--- config.mk ---
export PLATFORM = sky130hd
export DESIGN_NAME = mrsc_ram
export DESIGN_NICKNAME = d
export VERILOG_FILES = /design/src/hw/rtl/mrsc_ram.sv
export SDC_FILE = /design/constraint.sdc
export NUM_CORES = 1
export LEC_CHECK = 0
export ABC_AREA = 1
export BUFFER_PORTS_ARGS = -buffer_cell sky130_fd_sc_hd__buf_2
export CAP_MARGIN = 25
export CORE_MARGIN = 5
export CORE_UTILIZATION = 35
export CTS_CLUSTER_DIAMETER = 120
export DETAILED_ROUTE_END_ITERATION = 10
export GPL_ROUTABILITY_DRIVEN = 0
export HOLD_SLACK_MARGIN = 0.05
export PLACE_DENSITY = 0.6
export SYNTH_ARGS = -nofsm -noshare
export SYNTH_HDL_FRONTEND = slang
export SYNTH_SLANG_ARGS = --single-unit
--- constraint.sdc ---
create_clock -name clk -period 1.7 [get_ports clk]
set_input_delay 0.085 -clock clk [delete_from_list [all_inputs] [get_ports clk]]
set_output_delay 0.085 -clock clk [all_outputs]
set_load 0.01 [all_outputs]
--- src/hw/rtl/mrsc_ram.sv ---
// ----------------------------------------------------------------------------
// mrsc_ram
// simple dual-port ram, one write and one registered read per cycle
// ----------------------------------------------------------------------------
module mrsc_ram #(
  parameter int WIDTH = 16,
  parameter int DEPTH = 32,
  parameter int AW    = (DEPTH > 1) ? $clog2(DEPTH) : 1
) (
  input  logic             clk,
  input  logic             we,
  input  logic [AW-1:0]    waddr,
  input  logic [WIDTH-1:0] wdata,
  input  logic [AW-1:0]    raddr,
  output logic [WIDTH-1:0] rdata
);

  logic [WIDTH-1:0] mem [DEPTH];

  always_ff @(posedge clk) begin
    if (we) begin
      mem[waddr] <= wdata;
    end
    rdata <= mem[raddr];
  end

endmodule

# Yosys cells after proc, flatten, opt, wreduce, memory -nomap -nowiden
# Memories as Yosys holds them, arrays and structs flattened. A register that Yosys moved wholly into a read port is not among the register bits.
# Cells that the tools add are included.
# Widths: inputs -> output; s select.
[classes] muxes=2
[op_table] cell="$mux 1" n=2
[word_totals] n_memories=1 word_cells=3 mem_bits_rw=512 regBits=0 output_inout_bits=16 inputBits=28
[memory_table] name="mem" words=32 word_bits=16 rd=1 rd_clocked_by_memory_dff=1 wr=1 line_no="18" rtl="logic [WIDTH-1:0] mem [DEPTH];"

# Logic depth before layout (Yosys ltp)
# Gate-level depths: netlist of run 1.
[logic_depth] ltp_word=2 depth_mapped=12 ltp_nobuf=9

# Worst setup path before layout of run 1
# Ideal clock, no wire load.
[synth_timing] path_type="input to register" from="input waddr[0]" to="memory mem[0][0], enable pin" setup_slack_ns=0.232 stages=3 t_required_ns=1.312 n_path_buf=0 t_arrival_ns=1.079 path_cell_list="inv_1 -> nand3_1 -> nor2_1"
[synth_rtl] item="from (decl)" line_no="12" rtl="input logic [AW-1:0] waddr,"
[synth_rtl] item="to (decl)" line_no="18"
# Straight into the memory's write port.

==> impl_results.md, run 1 <==
- TritonCTS clock tree: done
- Crit path max fanout: 17
- DR pass1 iterations: 6
- Critical path startpoint category: input port
- Clock skew after layout: 0.0140 ns
- Largest net degree at the start of global routing: 65
- Initial antenna violation count: 7
- Pwr dens: 1110 nW/µm²
- Finish-stage setup viols: 0
- Die Width: 257 µm
- Post-Route Utilization: 0.409
- Max incr delay on CP: 0.52 ns
- Total Wirelength: 57700 µm
- Vias in the first global route: 13500
- Status: complete, no violations
- Max frequency: 0.723 GHz
- Worst path slowest cell: dlygate4sd3_1
- Starting Density: 0.353
- Core area: 60400 µm²
- Vias per inst: 5.12
- Hold Path Stages: 1
- Crit-path leading delay family: buffers and inverters
- Critical path, cell by cell: dlygate4sd3_1 -> buf_2 -> inv_1 -> buf_4 -> nand2_1 -> nand2_1
- Flop and latch count out of synthesis: 528
- R2R Path End: rdata[5]
- Critical Path End: rdata[14]
- Reg2reg setup slack: 0.37 ns
- Chip height: 257 µm
- Die ar.: 65900 µm²
- Type of the worst setup path: input port to flop
- # rows: 90
- Pleak: 0.00914 µW
- Clock transition at the registers of the reported paths: 0.06 ns
- Grt ovf: 0
- Most common cell after layout, fill and taps aside: nand2_1
- Post-CTS Setup Bufs: 0
- Clk_lat worst skew: 0.60 ns
- Fill cells: 5644
- Comb pwr share: 0.068
- Internal power: 21300 µW
- Crit path capture type: flop
- First-pass GRT wire length: 86600 µm
- Worst path required time: 2.18 ns
- Initial detailed-routing violation count: 1483
- Worst-case hold slack: 0.0709 ns
- Sw Ratio: 0.225
- Synth Cell Area: 21300 µm²
- Antenna viol nets, final: 0
- CTS Sinks: 528
- CP arrival: 1.86 ns
- I/O pin count: 44
- Fin. Hold Viols: 0
- NetSw: 6200 µW
- Post-DP HPWL: 34400 µm
- R2R depth: 8
- Reg power frac: 0.530
- Buffers on Ports: 43
- Reg-to-Reg Start: mem[25][5]
- Max rail drop VDD: 687 µV
- Area Overhead vs Synth: 15.9%
- Register area share after synthesis: 0.737
- Final min period: 1.38 ns
- Most frequent cells in the layout: nand2_1 (720), edfxtp_1 (512), nand3_1 (396)
- Share of layout cells above drive strength 1: 0.119
- Unrepaired setup endpoints after global routing: no
- Nets: 1925
- Cells after synthesis: 1794
- WL/cell: 21.2 µm
- Syn avg cell area: 11.9 µm²
- Count of cell types in the netlist: 15
- Total negative slack: 0 ns
- Worst min-delay path class: input port to flop
- Sequential Area: 15700 µm²
- Vias: 14000
- Slew margin rel.: 0.422
- Post-route clock period utilization: 0.814
- Clk buf depth: 3
- Clock Tree Root: clkbuf_16
- Slew Viols, Final: 0
- Final non-filler cell area: 24700 µm²
- DRC viols: 0
- Post-Syn Nets: 1822
- Clock power share: 0.402
- CTS H-Tree Depth: 2
- Worst Slack Setup Final: 0.317 ns
- Pre-CTS setup slack: 0.0361 ns
- MaxCap Viol Count: 0
- GRT Total Usage: 0.171
- Multi-input logic area: 4800 µm²
- Crit path from: raddr[4]
- Cts bufs inserted: 52
- Buf+Inv Stages, Crit Path: 4
- Post-placement cell area: 23000 µm²
- WP depth: 6
- Worst-margin pin slew: 0.867 ns
- Yosys Warn Count: 0
- CP most frequent cell: nand2_1
## kinds of logic after synthesis
logic type,count (synthesis),share of synthesized area
AND/OR/NAND/NOR,1148,0.226
buffers and inverters,118,0.0377
flip-flops,528,0.737
## worst min path at each step
stage / startpoint / slack [ns] / end
2_1_floorplan: wdata[0] / 0.18 / mem[0][0]
3_3_place_gp: rdata[8] / 0.49 / rdata[8]
3_5_place_dp: rdata[5] / 0.49 / rdata[5]
4_1_cts: wdata[11] / 0.05 / mem[0][11]
5_1_grt: wdata[12] / 0.09 / mem[1][12]
6_report: wdata[4] / 0.07 / mem[23][4]
## power groups by stage
| stage | Sequential (µW) | Clock [µW] | Combinational [µW] |
|---|---|---|---|
| floorplan | 14800 | 0 | 1010 |
| global placement | 14800 | 0 | 1850 |
| detailed placement | 14900 | 0 | 1870 |
| CTS | 14600 | 11300 | 1880 |
| global route | 14600 | 11900 | 2060 |
| finish | 14600 | 11100 | 1870 |
## what timing repair did
| item | in CTS | in global routing |
|---|---|---|
| hold buffers | 3 | 0 |
| endpoints found under the hold margin | 53 | 0 |
| gates resized for setup | 0 | 0 |
## registers in the layout, summed over array words and instances, names as in the netlist
register  flops
mem         512
rdata        16
## metal layers
| metal | up-vias | routed length (µm) | GRT usage |
|---|---|---|---|
| met4 | 8 | 1390 | 0.0435 |
| met2 | 521 | 27000 | 0.273 |
| met3 | 91 | 4130 | 0.0283 |
| li1 | 6447 | - | - |
| met5 | - | 50 | 0 |
| met1 | 6887 | 25100 | 0.245 |
## cell type report
class | instances | area share
sequential | 528 | 0.636
clock inverter | 24 | 0.00669
clock buffer | 73 | 0.0592
inverter | 10 | 0.00193
multi-input combinational | 1148 | 0.195
timing repair buffer | 157 | 0.0619
tap | 782 | 0.0396
antenna | 1 | 0.000101
## cells in the mapped netlist, drive strengths merged
cell type / number / area [µm²]
dfxtp: 16 / 320
clkbuf: 19 / 71.3
nand2: 720 / 2700
nand3: 396 / 1980
nor2: 32 / 120
buf: 89 / 688
edfxtp: 512 / 15400
inv: 10 / 42.5
## per-stage QoR
stage	power, µW	instances
after global routing	28500	2722
after CTS	27700	2722
after detailed placement	16700	2622
after floorplan	15800	1794
after global placement	16700	2622
final	27500	2723
No activity file was read; power rests on OpenSTA's default activity.
==> inputs of run 2 (changes only) <==
PLACE_DENSITY = 0.61   (was 0.6)
clock period = 1.2 ns   (was 1.7 ns; I/O delays follow)
==> impl_results.md, run 2 (same netlist as run 1, synthesis figures left out) <==
- Clock transition at the registers of the reported paths: 0.06 ns
- MaxCap Viol Count: 0
- Vias: 14100
- Finished Layout Cells: 2763
- Antenna viol nets, final: 0
- Largest registers: mem: 512 flops, rdata: 16 flops
- Total Wirelength: 57200 µm
- Pleak: 0.00951 µW
- Clock skew after layout: 0.0204 ns
- Worst path slowest cell: dfxtp_1
- Largest net degree at the start of global routing: 61
- Buf+Inv Stages, Crit Path: 1
- Worst Slack Setup Final: 0.0348 ns
- Finish-stage setup viols: 0
- Clk_lat worst skew: 0.60 ns
- # rows: 90
- Vias in the first global route: 13800
- Sw Ratio: 0.223
- GRT Total Usage: 0.171
- Starting Density: 0.353
- Post-Route Utilization: 0.427
- Hold Crit Start: wdata[12]
- Fin. Hold Viols: 0
- Internal power: 30800 µW
- Nets: 1963
- WL/cell: 20.7 µm
- Status: complete, no violations
- Placed instance count: 2649
- Chip height: 257 µm
- Die ar.: 65900 µm²
- Clock power share: 0.404
- Critical path startpoint category: flop
- Cts bufs inserted: 55
- Grt ovf: 0
- Reg2reg setup slack: 0.06 ns
- Initial detailed-routing violation count: 1259
- Clk buf depth: 3
- Hold EP: mem[22][12]
- Slew Viols, Final: 0
- Most frequent cells in the layout: nand2_1 (666), edfxtp_1 (512), nand3_1 (371)
- Type of the worst setup path: flop to output pin
- CP arrival: 1.11 ns
- Reg-to-Reg Start: mem[9][0]
- Crit-path leading delay family: flip-flops
- First-pass GRT wire length: 86000 µm
- Worst min-delay path class: input port to flop
- Largest register FFs: 512
- Vias per inst: 5.10
- Share of layout cells above drive strength 1: 0.179
- Worst-margin pin slew: 0.879 ns
- CTS H-Tree Depth: 2
- Buffers on Ports: 43
- Top reg by flops: mem
- Final min period: 1.17 ns
- Crit path capture type: output pin
- Post-route clock period utilization: 0.971
- Area Overhead vs Synth: 20.9%
- Die Width: 257 µm
- Initial antenna violation count: 5
- DRC viols: 0
- Post-CTS Setup Bufs: 0
- Post-DP HPWL: 34400 µm
- Pwr dens: 1540 nW/µm²
- R2R Path End: rdata[0]
- Fill cells: 5527
- Hold Path Stages: 1
- CTS Sinks: 528
- Pre-CTS setup slack: -0.333 ns
- Critical path, cell by cell: buf_2
- Max frequency: 0.858 GHz
- Max incr delay on CP: 0.36 ns
- I/O pin count: 44
- Clock Tree Root: clkbuf_16
- TritonCTS clock tree: done
- Max rail drop VDD: 1010 µV
- Most common cell after layout, fill and taps aside: nand2_1
- Unrepaired setup endpoints after global routing: yes
- Slew margin rel.: 0.413
- NetSw: 8840 µW
- DR pass1 iterations: 7
- R2R depth: 8
- Reg power frac: 0.520
- Comb pwr share: 0.076
- Core area: 60400 µm²
- Worst path required time: 1.14 ns
- Crit path max fanout: 1
==> run 2: timing repair <==
| action | in CTS | in global routing |
|---|---|---|
| gates resized for setup | 24 | 72 |
| pin swaps | 0 | 12 |
| hold endpoints to repair | 226 | 0 |
| endpoints found under the setup margin | 14 | 20 |
| hold buffers | 11 | 0 |
==> run 2: layout make-up <==
| cell class | instances | area, µm² | share of cell area |
|---|---|---|---|
| clock buffer | 83 | 1540 | 0.0598 |
| sequential | 528 | 15700 | 0.610 |
| tap | 782 | 978 | 0.0380 |
| antenna | 2 | 5.00 | 0.000194 |
| inverter | 10 | 45.0 | 0.00175 |
| timing repair buffer | 192 | 2220 | 0.0863 |
| multi-input combinational | 1148 | 5110 | 0.198 |
| clock inverter | 18 | 145 | 0.00563 |
==> run 2: per-stage QoR <==
step	hold slack, ns	setup TNS (ns)	cell area (µm²)	power (µW)
after floorplan	0.159	-103.50	21300	22400
after global placement	0.461	-13.34	23600	23800
after detailed placement	0.458	-19.80	23600	23800
after CTS	0.0560	-0.00128	25500	39800
after global routing	0.0818	-0.0600	25800	41000
final	0.0641	0	25800	39600
==> run 2: how the worst max path moves through the flow <==
| stage | from | end | slack [ns] | cells after the start |
|---|---|---|---|---|
| 5_1_grt | mem[12][0] | rdata[0] | -0.02 | 8 |
| 2_1_floorplan | waddr[0] | mem[26][0] | -0.24 | 3 |
| 3_5_place_dp | raddr[0] | rdata[3] | -0.33 | 12 |
| 6_report | rdata[5] | rdata[5] | 0.03 | 1 |
| 3_3_place_gp | raddr[0] | rdata[8] | -0.31 | 12 |
| 4_1_cts | rdata[10] | rdata[10] | -0.001 | 1 |
==> run 2: routing by layer <==
layer | wire length [µm] | GRT usage | vias to the layer above
met5 | 25 | 0 | -
met4 | 1560 | 0.0540 | 4
met3 | 4290 | 0.0312 | 98
met2 | 26600 | 0.272 | 528
met1 | 24700 | 0.239 | 6916
li1 | - | - | 6545
==> run 2: power groups by stage <==
| stage | Combinational (µW) | Sequential, µW | Clock [µW] |
|---|---|---|---|
| after CTS | 2920 | 20600 | 16300 |
| final | 3020 | 20600 | 16000 |
| after global placement | 2820 | 21000 | 0 |
| after detailed placement | 2850 | 21000 | 0 |
| after global routing | 3290 | 20600 | 17100 |
| after floorplan | 1430 | 21000 | 0 |
