### config.mk
export PLATFORM = sky130hd
export DESIGN_NAME = mrsc_div
export DESIGN_NICKNAME = d
export VERILOG_FILES = /design/src/hw/rtl/mrsc_pkg.sv /design/src/hw/rtl/mrsc_div.sv
export SDC_FILE = /design/constraint.sdc
export NUM_CORES = 1
export LEC_CHECK = 0
export ABC_AREA = 1
export BUFFER_PORTS_ARGS = -buffer_cell sky130_fd_sc_hd__buf_2
export CAP_MARGIN = 20
export CORE_MARGIN = 5
export CORE_UTILIZATION = 35
export CTS_CLUSTER_DIAMETER = 100
export DETAILED_ROUTE_END_ITERATION = 10
export GPL_TIMING_DRIVEN = 1
export PLACE_DENSITY_LB_ADDON = 0.05
export SLEW_MARGIN = 5
export SYNTH_ARGS = -nofsm -noshare
export SYNTH_HDL_FRONTEND = slang
export SYNTH_SLANG_ARGS = --single-unit
### constraint.sdc
create_clock -name clk -period 2.85 [get_ports clk]
set_input_delay 0.4275 -clock clk [delete_from_list [all_inputs] [get_ports clk]]
set_output_delay 0.4275 -clock clk [all_outputs]
set_load 0.02 [all_outputs]
### src/hw/rtl/mrsc_pkg.sv
// ----------------------------------------------------------------------------
// mrsc_pkg
// shared types and constants of the two-layer perceptron classifier
// ----------------------------------------------------------------------------
package mrsc_pkg;

  localparam int DEF_MAX_FEATURES = 32;
  localparam int DEF_MAX_HIDDEN   = 32;
  localparam int DEF_MAX_CLASSES  = 4;

  // request codes on func
  localparam logic [2:0] FUNC_HIDDEN_WEIGHT = 3'd0;
  localparam logic [2:0] FUNC_HIDDEN_BIAS   = 3'd1;
  localparam logic [2:0] FUNC_OUTPUT_WEIGHT = 3'd2;
  localparam logic [2:0] FUNC_OUTPUT_BIAS   = 3'd3;
  localparam logic [2:0] FUNC_FEATURE       = 3'd4;

  // configuration register indexes
  localparam logic [1:0] REG_FEATURES_USED = 2'd0;
  localparam logic [1:0] REG_HIDDEN_USED   = 2'd1;
  localparam logic [1:0] REG_CLASSES_USED  = 2'd2;

  localparam int ACC_W   = 48;
  localparam int LOGIT_W = 40;
  localparam int MUL_W   = 33;
  localparam int PROD_W  = 2 * MUL_W;
  localparam int EX_W    = 17;
  localparam int SUM_W   = 21;
  localparam int DIV_DW  = 33;
  localparam int DIV_VW  = SUM_W;

  localparam logic [MUL_W-1:0] LOG2E_Q30 = 33'd1549082005;
  localparam logic [MUL_W-1:0] LN2_Q30   = 33'd744261118;
  localparam logic [30:0]      ONE_Q30   = 31'h4000_0000;
  localparam logic [LOGIT_W:0] EXP_LIMIT = 41'h000_1000_0000;
  localparam logic [3:0]       TAYLOR_TERMS = 4'd12;

  typedef struct packed {
    logic              start;
    logic [DIV_DW-1:0] dividend;
    logic [DIV_VW-1:0] divisor;
  } div_req_t;

  typedef struct packed {
    logic              done;
    logic [DIV_DW-1:0] quotient;
  } div_rsp_t;

  typedef enum logic [4:0] {
    S_IDLE, S_HB_RD, S_HB_LD, S_H_RD, S_H_MUL, S_H_ACC, S_H_WR,
    S_O_LD, S_O_RD, S_O_MUL, S_O_ACC, S_O_WR, S_MAX,
    S_X_T, S_X_U, S_X_F, S_X_Y, S_X_M, S_X_D, S_X_W, S_X_E,
    S_P_D, S_P_W, S_OUT
  } state_t;

endpackage

### src/hw/rtl/mrsc_div.sv
// ----------------------------------------------------------------------------
// mrsc_div
// restoring divider, one quotient bit per cycle
// ----------------------------------------------------------------------------
module mrsc_div (
  input  logic               clk,
  input  logic               rst,
  input  mrsc_pkg::div_req_t req,
  output mrsc_pkg::div_rsp_t rsp
);
  import mrsc_pkg::*;

  localparam int CW = $clog2(DIV_DW);

  logic              busy;
  logic              done;
  logic [CW-1:0]     cnt;
  logic [DIV_VW-1:0] rem;
  logic [DIV_VW-1:0] dv;
  logic [DIV_DW-1:0] quo;
  logic [DIV_VW:0]   trial;
  logic              ge;

  assign trial = {rem, quo[DIV_DW-1]};
  assign ge    = trial >= {1'b0, dv};

  always_ff @(posedge clk) begin
    if (rst) begin
      busy <= 1'b0;
      done <= 1'b0;
    end else begin
      done <= 1'b0;
      if (req.start) begin
        busy <= 1'b1;
      end else if (busy && cnt == CW'(DIV_DW - 1)) begin
        busy <= 1'b0;
        done <= 1'b1;
      end
    end
  end

  always_ff @(posedge clk) begin
    if (req.start) begin
      cnt <= '0;
      rem <= '0;
      dv  <= req.divisor;
      quo <= req.dividend;
    end else if (busy) begin
      cnt <= cnt + 1'b1;
      rem <= ge ? DIV_VW'(trial - {1'b0, dv}) : trial[DIV_VW-1:0];
      quo <= {quo[DIV_DW-2:0], ge};
    end
  end

  assign rsp.done     = done;
  assign rsp.quotient = quo;

endmodule

# Word-level counts from Yosys, hierarchy flattened
# Index checks and enable logic that the tools add are counted.
# W data, S select, Z words.
op_classes:
  n_addsub: 2
  n_lt_le_gt_ge: 1
  n_eq_ne: 1
  muxes: 6
  n_reduce_logical: 4
op_table:
  columns: ["operator", "count"]
  rows:
  - ["$mux W33", 2]
  - ["$ge A22 B21 Y1", 1]
  - ["$mux W21", 1]
  - ["$sub A21 B21 Y21", 1]
  - ["$add A6 B1 Y6 const B", 1]
  - ["$eq A6 B6 Y1 const B", 1]
  - ["$reduce_bool A2 Y1", 2]
  - ["$mux W1", 3]
  - ["$reduce_or A2 Y1", 1]
  - ["$logic_and A1 B1 Y1", 1]
word_totals:
  register_bits: 83
  in_bits: 57
  output_inout_bits: 34
  elab_cells: 20

# Depth between registers and ports, before layout
# Gate-level depths: netlist (run 1).
depth:
  ltp_word: 4
  depth_mapped: 15
  depth_no_buf: 14

# Worst setup path before layout (run 1)
# Ideal clock, no wire load.
synth_path:
  kind: "register -> register"
  from: "register quo[32]"
  to: "register quo[0], data pin"
  setup_ps: 268
  t_arrival_ps: 1871
  required_time_ps: 2582
  slack_ps: 712
  path_stages_with_launch: 12
  path_buffers: 1
  synth_period_minus_slack_ps: 2138
  cell_sequence: "edfxtp_1 -> inv_1 -> ha_1 -> inv_1 -> fa_1 -> nand2_1 -> nand3_2 -> nand2_1 -> nand2_2 -> nand2_4 -> buf_4 -> a31oi_1"
synth_between:
  elab_chain_cells: 3
synth_rtl:
  columns: ["element", "line", "text"]
  rows:
  - ["start, declared", "mrsc_div.sv:20", "logic [DIV_DW-1:0] quo;"]
  - ["start signal, assigned", "mrsc_div.sv:47", "quo <= req.dividend;"]
  - ["start signal, assigned", "mrsc_div.sv:51", "quo <= {quo[DIV_DW-2:0], ge};"]
  - ["$ge A22 B21 Y1", "mrsc_div.sv:25", "assign ge = trial >= {1'b0, dv};"]
  - ["$mux W33", "mrsc_div.sv:48", "end else if (busy) begin"]
  - ["$mux W33", "mrsc_div.sv:43", "if (req.start) begin"]
# No other way between the ends. The select of a mux whose other input is x is not followed.
# A chain may end at the register's enable or synchronous reset.

# Worst setup path in the final report (run 1)
layout_path:
  from: "register quo[32]"
  to: "register rem[3]"
layout_between:
  elab_chain_cells: 2
  elab_cells_between_ends: 3
  cone_classes: "1 x add/sub; 1 x order compare; 1 x mux"
layout_rtl:
  columns: ["element", "line", "text"]
  rows:
  - ["$sub A21 B21 Y21 or $ge A22 B21 Y1 (tied branches)", "mrsc_div.sv:50, mrsc_div.sv:25", null]
  - ["$mux W21 *", "mrsc_div.sv:50", "rem <= ge ? DIV_VW'(trial - {1'b0, dv}) : trial[DIV_VW-1:0];"]
  - ["end signal, assigned", "mrsc_div.sv:50", null]
  - ["end, declared", "mrsc_div.sv:18", "logic [DIV_VW-1:0] rem;"]
# Every way passes the cells marked *; elsewhere a longest branch is shown, timed or not.

==> impl_metrics.toml, run 1 <==
[run_status]
status = "finished clean"

[power]
power.density_nw_per_um2 = 500
ir_drop_mv = 0.265
leakage_uw = 0.00303

[finish]
antenna_cells = 0
drive_gt1_frac = 0.185
fin_cells = 931
n_fill_cell = 1477
nets = 827
final_core_util = 0.421
synthToLayoutAreaGrowth_pct = 18.0

[synthesis]
synth_area_per_cell_um2 = 7.55
synth_area_um2 = 4950
ys.flop_type = "edfxtp_1"
syn_inst = 656
yosysMostFrequentCell = "nand2_1"
synth_edf_count = 54
yosys-top-cells-count = "260 x nand2_1, 95 x inv_1, 54 x edfxtp_1"
synth_area_leaders = "edfxtp_1 33%, nand2_1 20%, dfxtp_1 12%, inv_1 7.2%, ha_1 5.8%"
yosysTopAreaCellShare = 0.327
yosysUniqueCellTypes = 33
synth_nets = 737
ys_async_sr_fraction = 0
yosysTopAreaCell = "edfxtp_1"
yosysSeqAreaShare = 0.445
synth-warning-count = 0
ys_seq_elements = 83

[hold_path]
hold_path_end = "dv[5]"
hold_path.startpoint = "req[5]"
holdCritPathClass = "in2reg"
hold_path_depth = 1

[route]
num_vias = 4244
drc_errors = 0
wl_per_cell_um = 13.3
routed_wl_mm = 12.4
routed_via_density = 4.56
final_antenna_net_count = 0
drt-initial-drc-count = 244
firstDrtPassIters = 4

[global_routing]
overflow = 0
grt_pass1_vias = 4286
grt_max_degree = 44
antenna_found_initial = 0
track_usage = 0.159
grt_pass1_wl_mm = 20.8

[critical_path]
cp.buffers_inverters = 3
r2r-end = "rem[3]"
r2r_start = "quo[32]"
rr_worst_depth = 13
worst_path_max_delay_cell = "fa_1"
worst-setup-path-type = "reg2reg"
crit_arrival_ns = 2.61
cp_max_fo = 13
cp-end-kind = "register"
crit_required_ns = 3.08
cp_top_family = "simple AND/OR/NAND/NOR gates"
setup.worst_path.start_class = "register"
reg2reg_slack_ns = 0.47
crit_path_max_incr_delay_ns = 0.44
crit_chain = "inv_1 -> ha_1 -> inv_1 -> fa_1 -> nand2_1 -> nand3_2 -> nand2_1 -> nand2_2 -> nand2_4 -> buf_4 -> nand3_1 -> nand3_1 -> o21ai_1"

[place]
preCtsSetupSlack_ns = 0.466
post-place-cells = 915
io_buffers = 90
gp_congestion = 0.886
hpwl_mm = 9.19

[clock_tree]
clockRootBuffer = "clkbuf_16"
cts_max_path_buffers = 2
clock_sinks = 83
postCtsHoldBufs = 0
htree_levels = 3
cts_resized = 0
tritoncts = "yes"
postCtsSetupBuffers = 0
cts_made_buffers = 9
cts.reportedPaths.clkPinSlew_ns = 0.06
insertion_delay_ns = 0.35

[floorplanning]
dieArea_um2 = 16600
start_util = 0.357
coreArea_um2 = 13900
io_pins = 91
die_h_um = 129
row_count = 43
die_w_um = 129

[timing]
fin_crit_ns = 2.38
tns_ns = 0
min_period_over_period = 0.836
fin_skew_ns = 0.00668
fin_ws_ns = 0.467
slew_viol_final = 0
worst_pin_slew_ns = 0.771
slew_headroom = 0.486
max_freq_mhz = 420
rsz0062_at_grt = "false"
final_hold_viol_count = 0
setup_viol = 0

[flow_run]
drv_cap = 0
==> cells by family (layout without fill, tap and decap cells) <==
group,Yosys count,after routing,synth area share
simple gates,390,390,0.345
buf+inv,116,211,0.0962
flops,83,83,0.445
compound gates,34,34,0.0364
fa+ha+maj,24,24,0.0621
xor+xnor,9,9,0.0159
==> metrics by stage <==
step                power [uW]  cell area, um^2  hold WS [ns]
floorplan                 1700             4950         0.444
detailed placement        1850             5570         0.464
global placement          1860             5570         0.463
global route              3070             5840         0.233
CTS                       2960             5840         0.235
finish                    2920             5840         0.245
==> worst register-to-register path: stages, from the launching register on <==
cell and delay (ns):
edfxtp_1 0.38, inv_1 0.10, ha_1 0.19, inv_1 0.09, fa_1 0.44, nand2_1 0.11
nand3_2 0.08, nand2_1 0.10, nand2_2 0.08, nand2_4 0.18, buf_4 0.24, nand3_1 0.10
nand3_1 0.09, o21ai_1 0.08
==> layout by cell type, fill, tap and decap left out, types with 2 or more instances in the layout <==
master,instances
nand3_2,10
inv_2,3
inv_1,95
xnor2_1,7
edfxtp_1,54
clkbuf_16,9
o21ai_1,8
clkbuf_1,2
nor2_2,4
a21oi_1,16
buf_4,7
ha_1,23
nand4_1,3
nor2_1,30
buf_2,90
nand2_4,2
xor2_1,2
dfxtp_1,29
nand2_1,260
o21ai_0,6
nand3b_1,11
nand2_2,6
nand3_1,52
nor3_1,9
clkinvlp_4,4
==> per-layer routing <==
metal	up-vias	GRT usage	part of all wire
met4	0	0.0587	0.019
met3	14	0.0523	0.068
met2	86	0.248	0.44
li1	2250	-	-
met5	-	0	0
met1	1894	0.206	0.47
==> final cells by class <==
cell class	instances	area, um^2	share of cell area
Multi-Input combinational cell	457	2270	0.389
Sequential cell	83	2200	0.377
Timing Repair Buffer	97	503	0.0861
Inverter	98	368	0.0629
Clock buffer	11	233	0.0398
Tap cell	180	225	0.0385
Clock inverter	5	38.8	0.00664
==> registers in the layout, summed over array words and instances, names as in the netlist <==
register	flops
cnt	6
dv	21
busy	1
rem	21
quo	33
done	1
==> worst max path at each step <==
stage / from / slack [ns] / depth (start not counted) / endpoint
detailed placement: quo[32] / 0.47 / 13 / rem[3]
global placement: quo[32] / 0.57 / 13 / rem[2]
global route: quo[32] / 0.22 / 13 / rem[5]
CTS: quo[32] / 0.44 / 13 / rem[3]
finish: quo[32] / 0.47 / 13 / rem[3]
floorplan: quo[32] / 0.71 / 11 / quo[0]
==> power breakdown <==
group | leakage [uW] | internal, uW | total (uW) | switching (uW)
logic | 0.00214 | 141 | 409 | 269
clock network | 0.000118 | 594 | 1100 | 503
registers | 0.000779 | 1380 | 1410 | 38.7
total | 0.00303 | 2110 | 2920 | 810
(Power assumes the default switching activity.)
==> inputs of run 2 (changes only) <==
Settings changed: ABC_AREA 1 to 0.
Clock period 2.85 ns to 2.2 ns, I/O delays scaled along.
==> run 2 against run 1 <==
The flow now finishes with violations (negative setup slack). Final cell count decreased by 21%. Die area shrank 11%. Clock power up 38%. Worst setup slack worse by 0.97 ns. Fmax fell by 12%. Wire length shrank 13%. Design area is 2.3% higher. Flip-flop and latch count stayed put. Global-route usage decreased by 0.56 points. Combinational power up 120%. Critical path type unchanged. Largest cell class is now registers. Largest power group unchanged.
==> impl_metrics.toml, run 2 <==
[run_status]
status = "finished with violations"
violations = "negative setup slack"

[synthesis]
synth_edf_count = 54
yosysMostFrequentCell = "edfxtp_1"
ys_seq_elements = 83
yosysSeqAreaShare = 0.504
ys.flop_type = "edfxtp_1"
synth_area_leaders = "edfxtp_1 37%, dfxtp_1 13%, mux2_2 8.2%, ha_1 6.6%, a21oi_1 3.8%"
yosysUniqueCellTypes = 51
synth-warning-count = 0
synth_nets = 478
syn_inst = 397
yosys-top-cells-count = "54 x edfxtp_1, 33 x a21oi_1, 32 x mux2_2"
synth_area_um2 = 4370
ys_async_sr_fraction = 0
yosysTopAreaCell = "edfxtp_1"
synth_area_per_cell_um2 = 11.0
yosysTopAreaCellShare = 0.371

[timing]
worst_pin_slew_ns = 0.480
fin_crit_ns = 2.70
min_period_over_period = 1.23
fin_skew_ns = 0.00637
max_freq_mhz = 370
tns_ns = -9.31
slew_headroom = 0.676
slew_viol_final = 0
final_hold_viol_count = 0
rsz0062_at_grt = "true"
fin_ws_ns = -0.500
setup_viol = 22

[floorplanning]
die_h_um = 122
die_w_um = 122
row_count = 40
io_pins = 91
start_util = 0.361
dieArea_um2 = 14800
coreArea_um2 = 12100

[critical_path]
crit_arrival_ns = 2.93
cp_top_family = "compound AO/OA/AOI/OAI gates"
setup.worst_path.start_class = "register"
crit_path_max_incr_delay_ns = 0.39
crit_chain = "inv_1 -> ha_2 -> inv_2 -> fa_2 -> a211oi_2 -> nor3b_2 -> o21ai_2 -> a21oi_2 -> nor4_4 -> buf_4 -> buf_8 -> mux2i_1 -> o21ai_1"
worst_path_max_delay_cell = "nor4_4"
cp_max_fo = 6
crit_required_ns = 2.43
cp-end-kind = "register"
worst-setup-path-type = "reg2reg"
cp.buffers_inverters = 4

[finish]
final_common_cell = "buf_2"
ff_latch_area_um2 = 2200
fin_cells = 732
largest_register_ffs = 33
final_cell_area_um2 = 5980
drive_gt1_frac = 0.441
layout_common_cells = "90 x buf_2, 75 x buf_4, 54 x edfxtp_1"
n_fill_cell = 1192
antenna_cells = 0
multiInputGateArea_um2 = 2090
synthToLayoutAreaGrowth_pct = 36.7
nets = 640
top_register = "quo"
reg.largest.list = "quo (33), dv (21), rem (21)"
final_core_util = 0.494

[global_routing]
grt_max_degree = 36
antenna_found_initial = 0
track_usage = 0.153
grt_pass1_vias = 3592
overflow = 0
grt_pass1_wl_mm = 18.0

[place]
hpwl_mm = 7.97
gp_congestion = 0.876
placed_area_um2 = 5520
post-place-cells = 713
io_buffers = 90

[route]
drt-initial-drc-count = 229
routed_via_density = 4.74
final_antenna_net_count = 0
wl_per_cell_um = 14.7
firstDrtPassIters = 4
drc_errors = 0
routed_wl_mm = 10.7
num_vias = 3473

[clock_tree]
clockRootBuffer = "clkbuf_16"
insertion_delay_ns = 0.34
cts_made_buffers = 9
clock_sinks = 83
tritoncts = "yes"
cts_max_path_buffers = 2
postCtsHoldBufs = 0
htree_levels = 3
cts.reportedPaths.clkPinSlew_ns = 0.06

[hold_path]
holdCritPathClass = "in2reg"

[power]
leakage_uw = 0.00256
power.density_nw_per_um2 = 716
p_seq_frac = 0.434
finalPower_uw = 4280
ir_drop_mv = 0.442
netSwitchingPower_uw = 1170
p_sw_frac = 0.272
power.internal_uw = 3120
pwr-share-clk = 0.355
p_comb_frac = 0.212

[flow_run]
drv_cap = 0
==> run 2: power by group through the flow <==
stage                     combinational (uW)  sequential, uW  clock, uW
after floorplan                          424            1970          0
after global placement                   860            1890          0
after detailed placement                 860            1890          0
after CTS                                893            1860       1580
after global routing                     994            1880       1640
final                                    906            1860       1520
==> run 2: cell type report <==
type / count / area share
Clock buffer: 11 / 0.0389
Clock inverter: 5 / 0.0107
Inverter: 29 / 0.0182
Multi-Input combinational cell: 267 / 0.350
Sequential cell: 83 / 0.368
Tap cell: 168 / 0.0352
Timing Repair Buffer: 169 / 0.179
==> run 2: worst reg2reg max path, cell delays in order (launching register included) <==
cell      delay [ns]
edfxtp_1        0.38
inv_1           0.07
ha_2            0.18
inv_2           0.04
fa_2            0.35
a211oi_2        0.30
nor3b_2         0.09
o21ai_2         0.14
a21oi_2         0.09
nor4_4          0.39
buf_4           0.19
buf_8           0.13
mux2i_1         0.19
o21ai_1         0.07
==> run 2: path summary, 6_finish.rpt <==
path / slack [ns] / from / to / cells past startpoint
hold reg to reg: 0.48 / rem[10] / rem[10] / 2
setup reg to reg: -0.50 / quo[32] / rem[8] / 13
setup / recovery: -0.50 / quo[32] / rem[8] / 13
hold / removal: 0.16 / rst / busy / 2
==> run 2: cell families (layout without fill, tap and decap cells) <==
kind of cell | after synthesis | count (layout) | synth area share
AND/OR/NAND/NOR | 83 | 83 | 0.0907
AO/OA/AOI/OAI | 99 | 99 | 0.145
buffers and inverters | 47 | 214 | 0.0478
flip-flops | 83 | 83 | 0.504
adder cells (fa/ha/maj) | 24 | 24 | 0.0704
XOR/XNOR | 21 | 21 | 0.0421
multiplexers | 40 | 40 | 0.101
==> run 2: metal layers <==
| metal | routed length (um) | part of all wire | track usage |
|---|---|---|---|
| met3 | 690 | 0.064 | 0.0590 |
| met1 | 5050 | 0.47 | 0.199 |
| met5 | 0 | 0 | 0 |
| met2 | 4810 | 0.45 | 0.238 |
| met4 | 191 | 0.018 | 0.0462 |
==> run 2: stage by stage <==
step	setup WS (ns)	hold slack, ns
2_1_floorplan	-0.393	0.402
3_3_place_gp	-0.373	0.475
3_5_place_dp	-0.498	0.485
4_1_cts	-0.441	0.135
5_1_grt	-0.650	0.144
6_report	-0.500	0.155
==> run 2: what timing repair did <==
| action | in CTS | in global routing |
|---|---|---|
| buffers inserted | 2 | 1 |
| resized for setup | 28 | 23 |
| setup endpoints to repair | 22 | 22 |
| pin swaps | 10 | 12 |
| gates cloned | 1 | 0 |
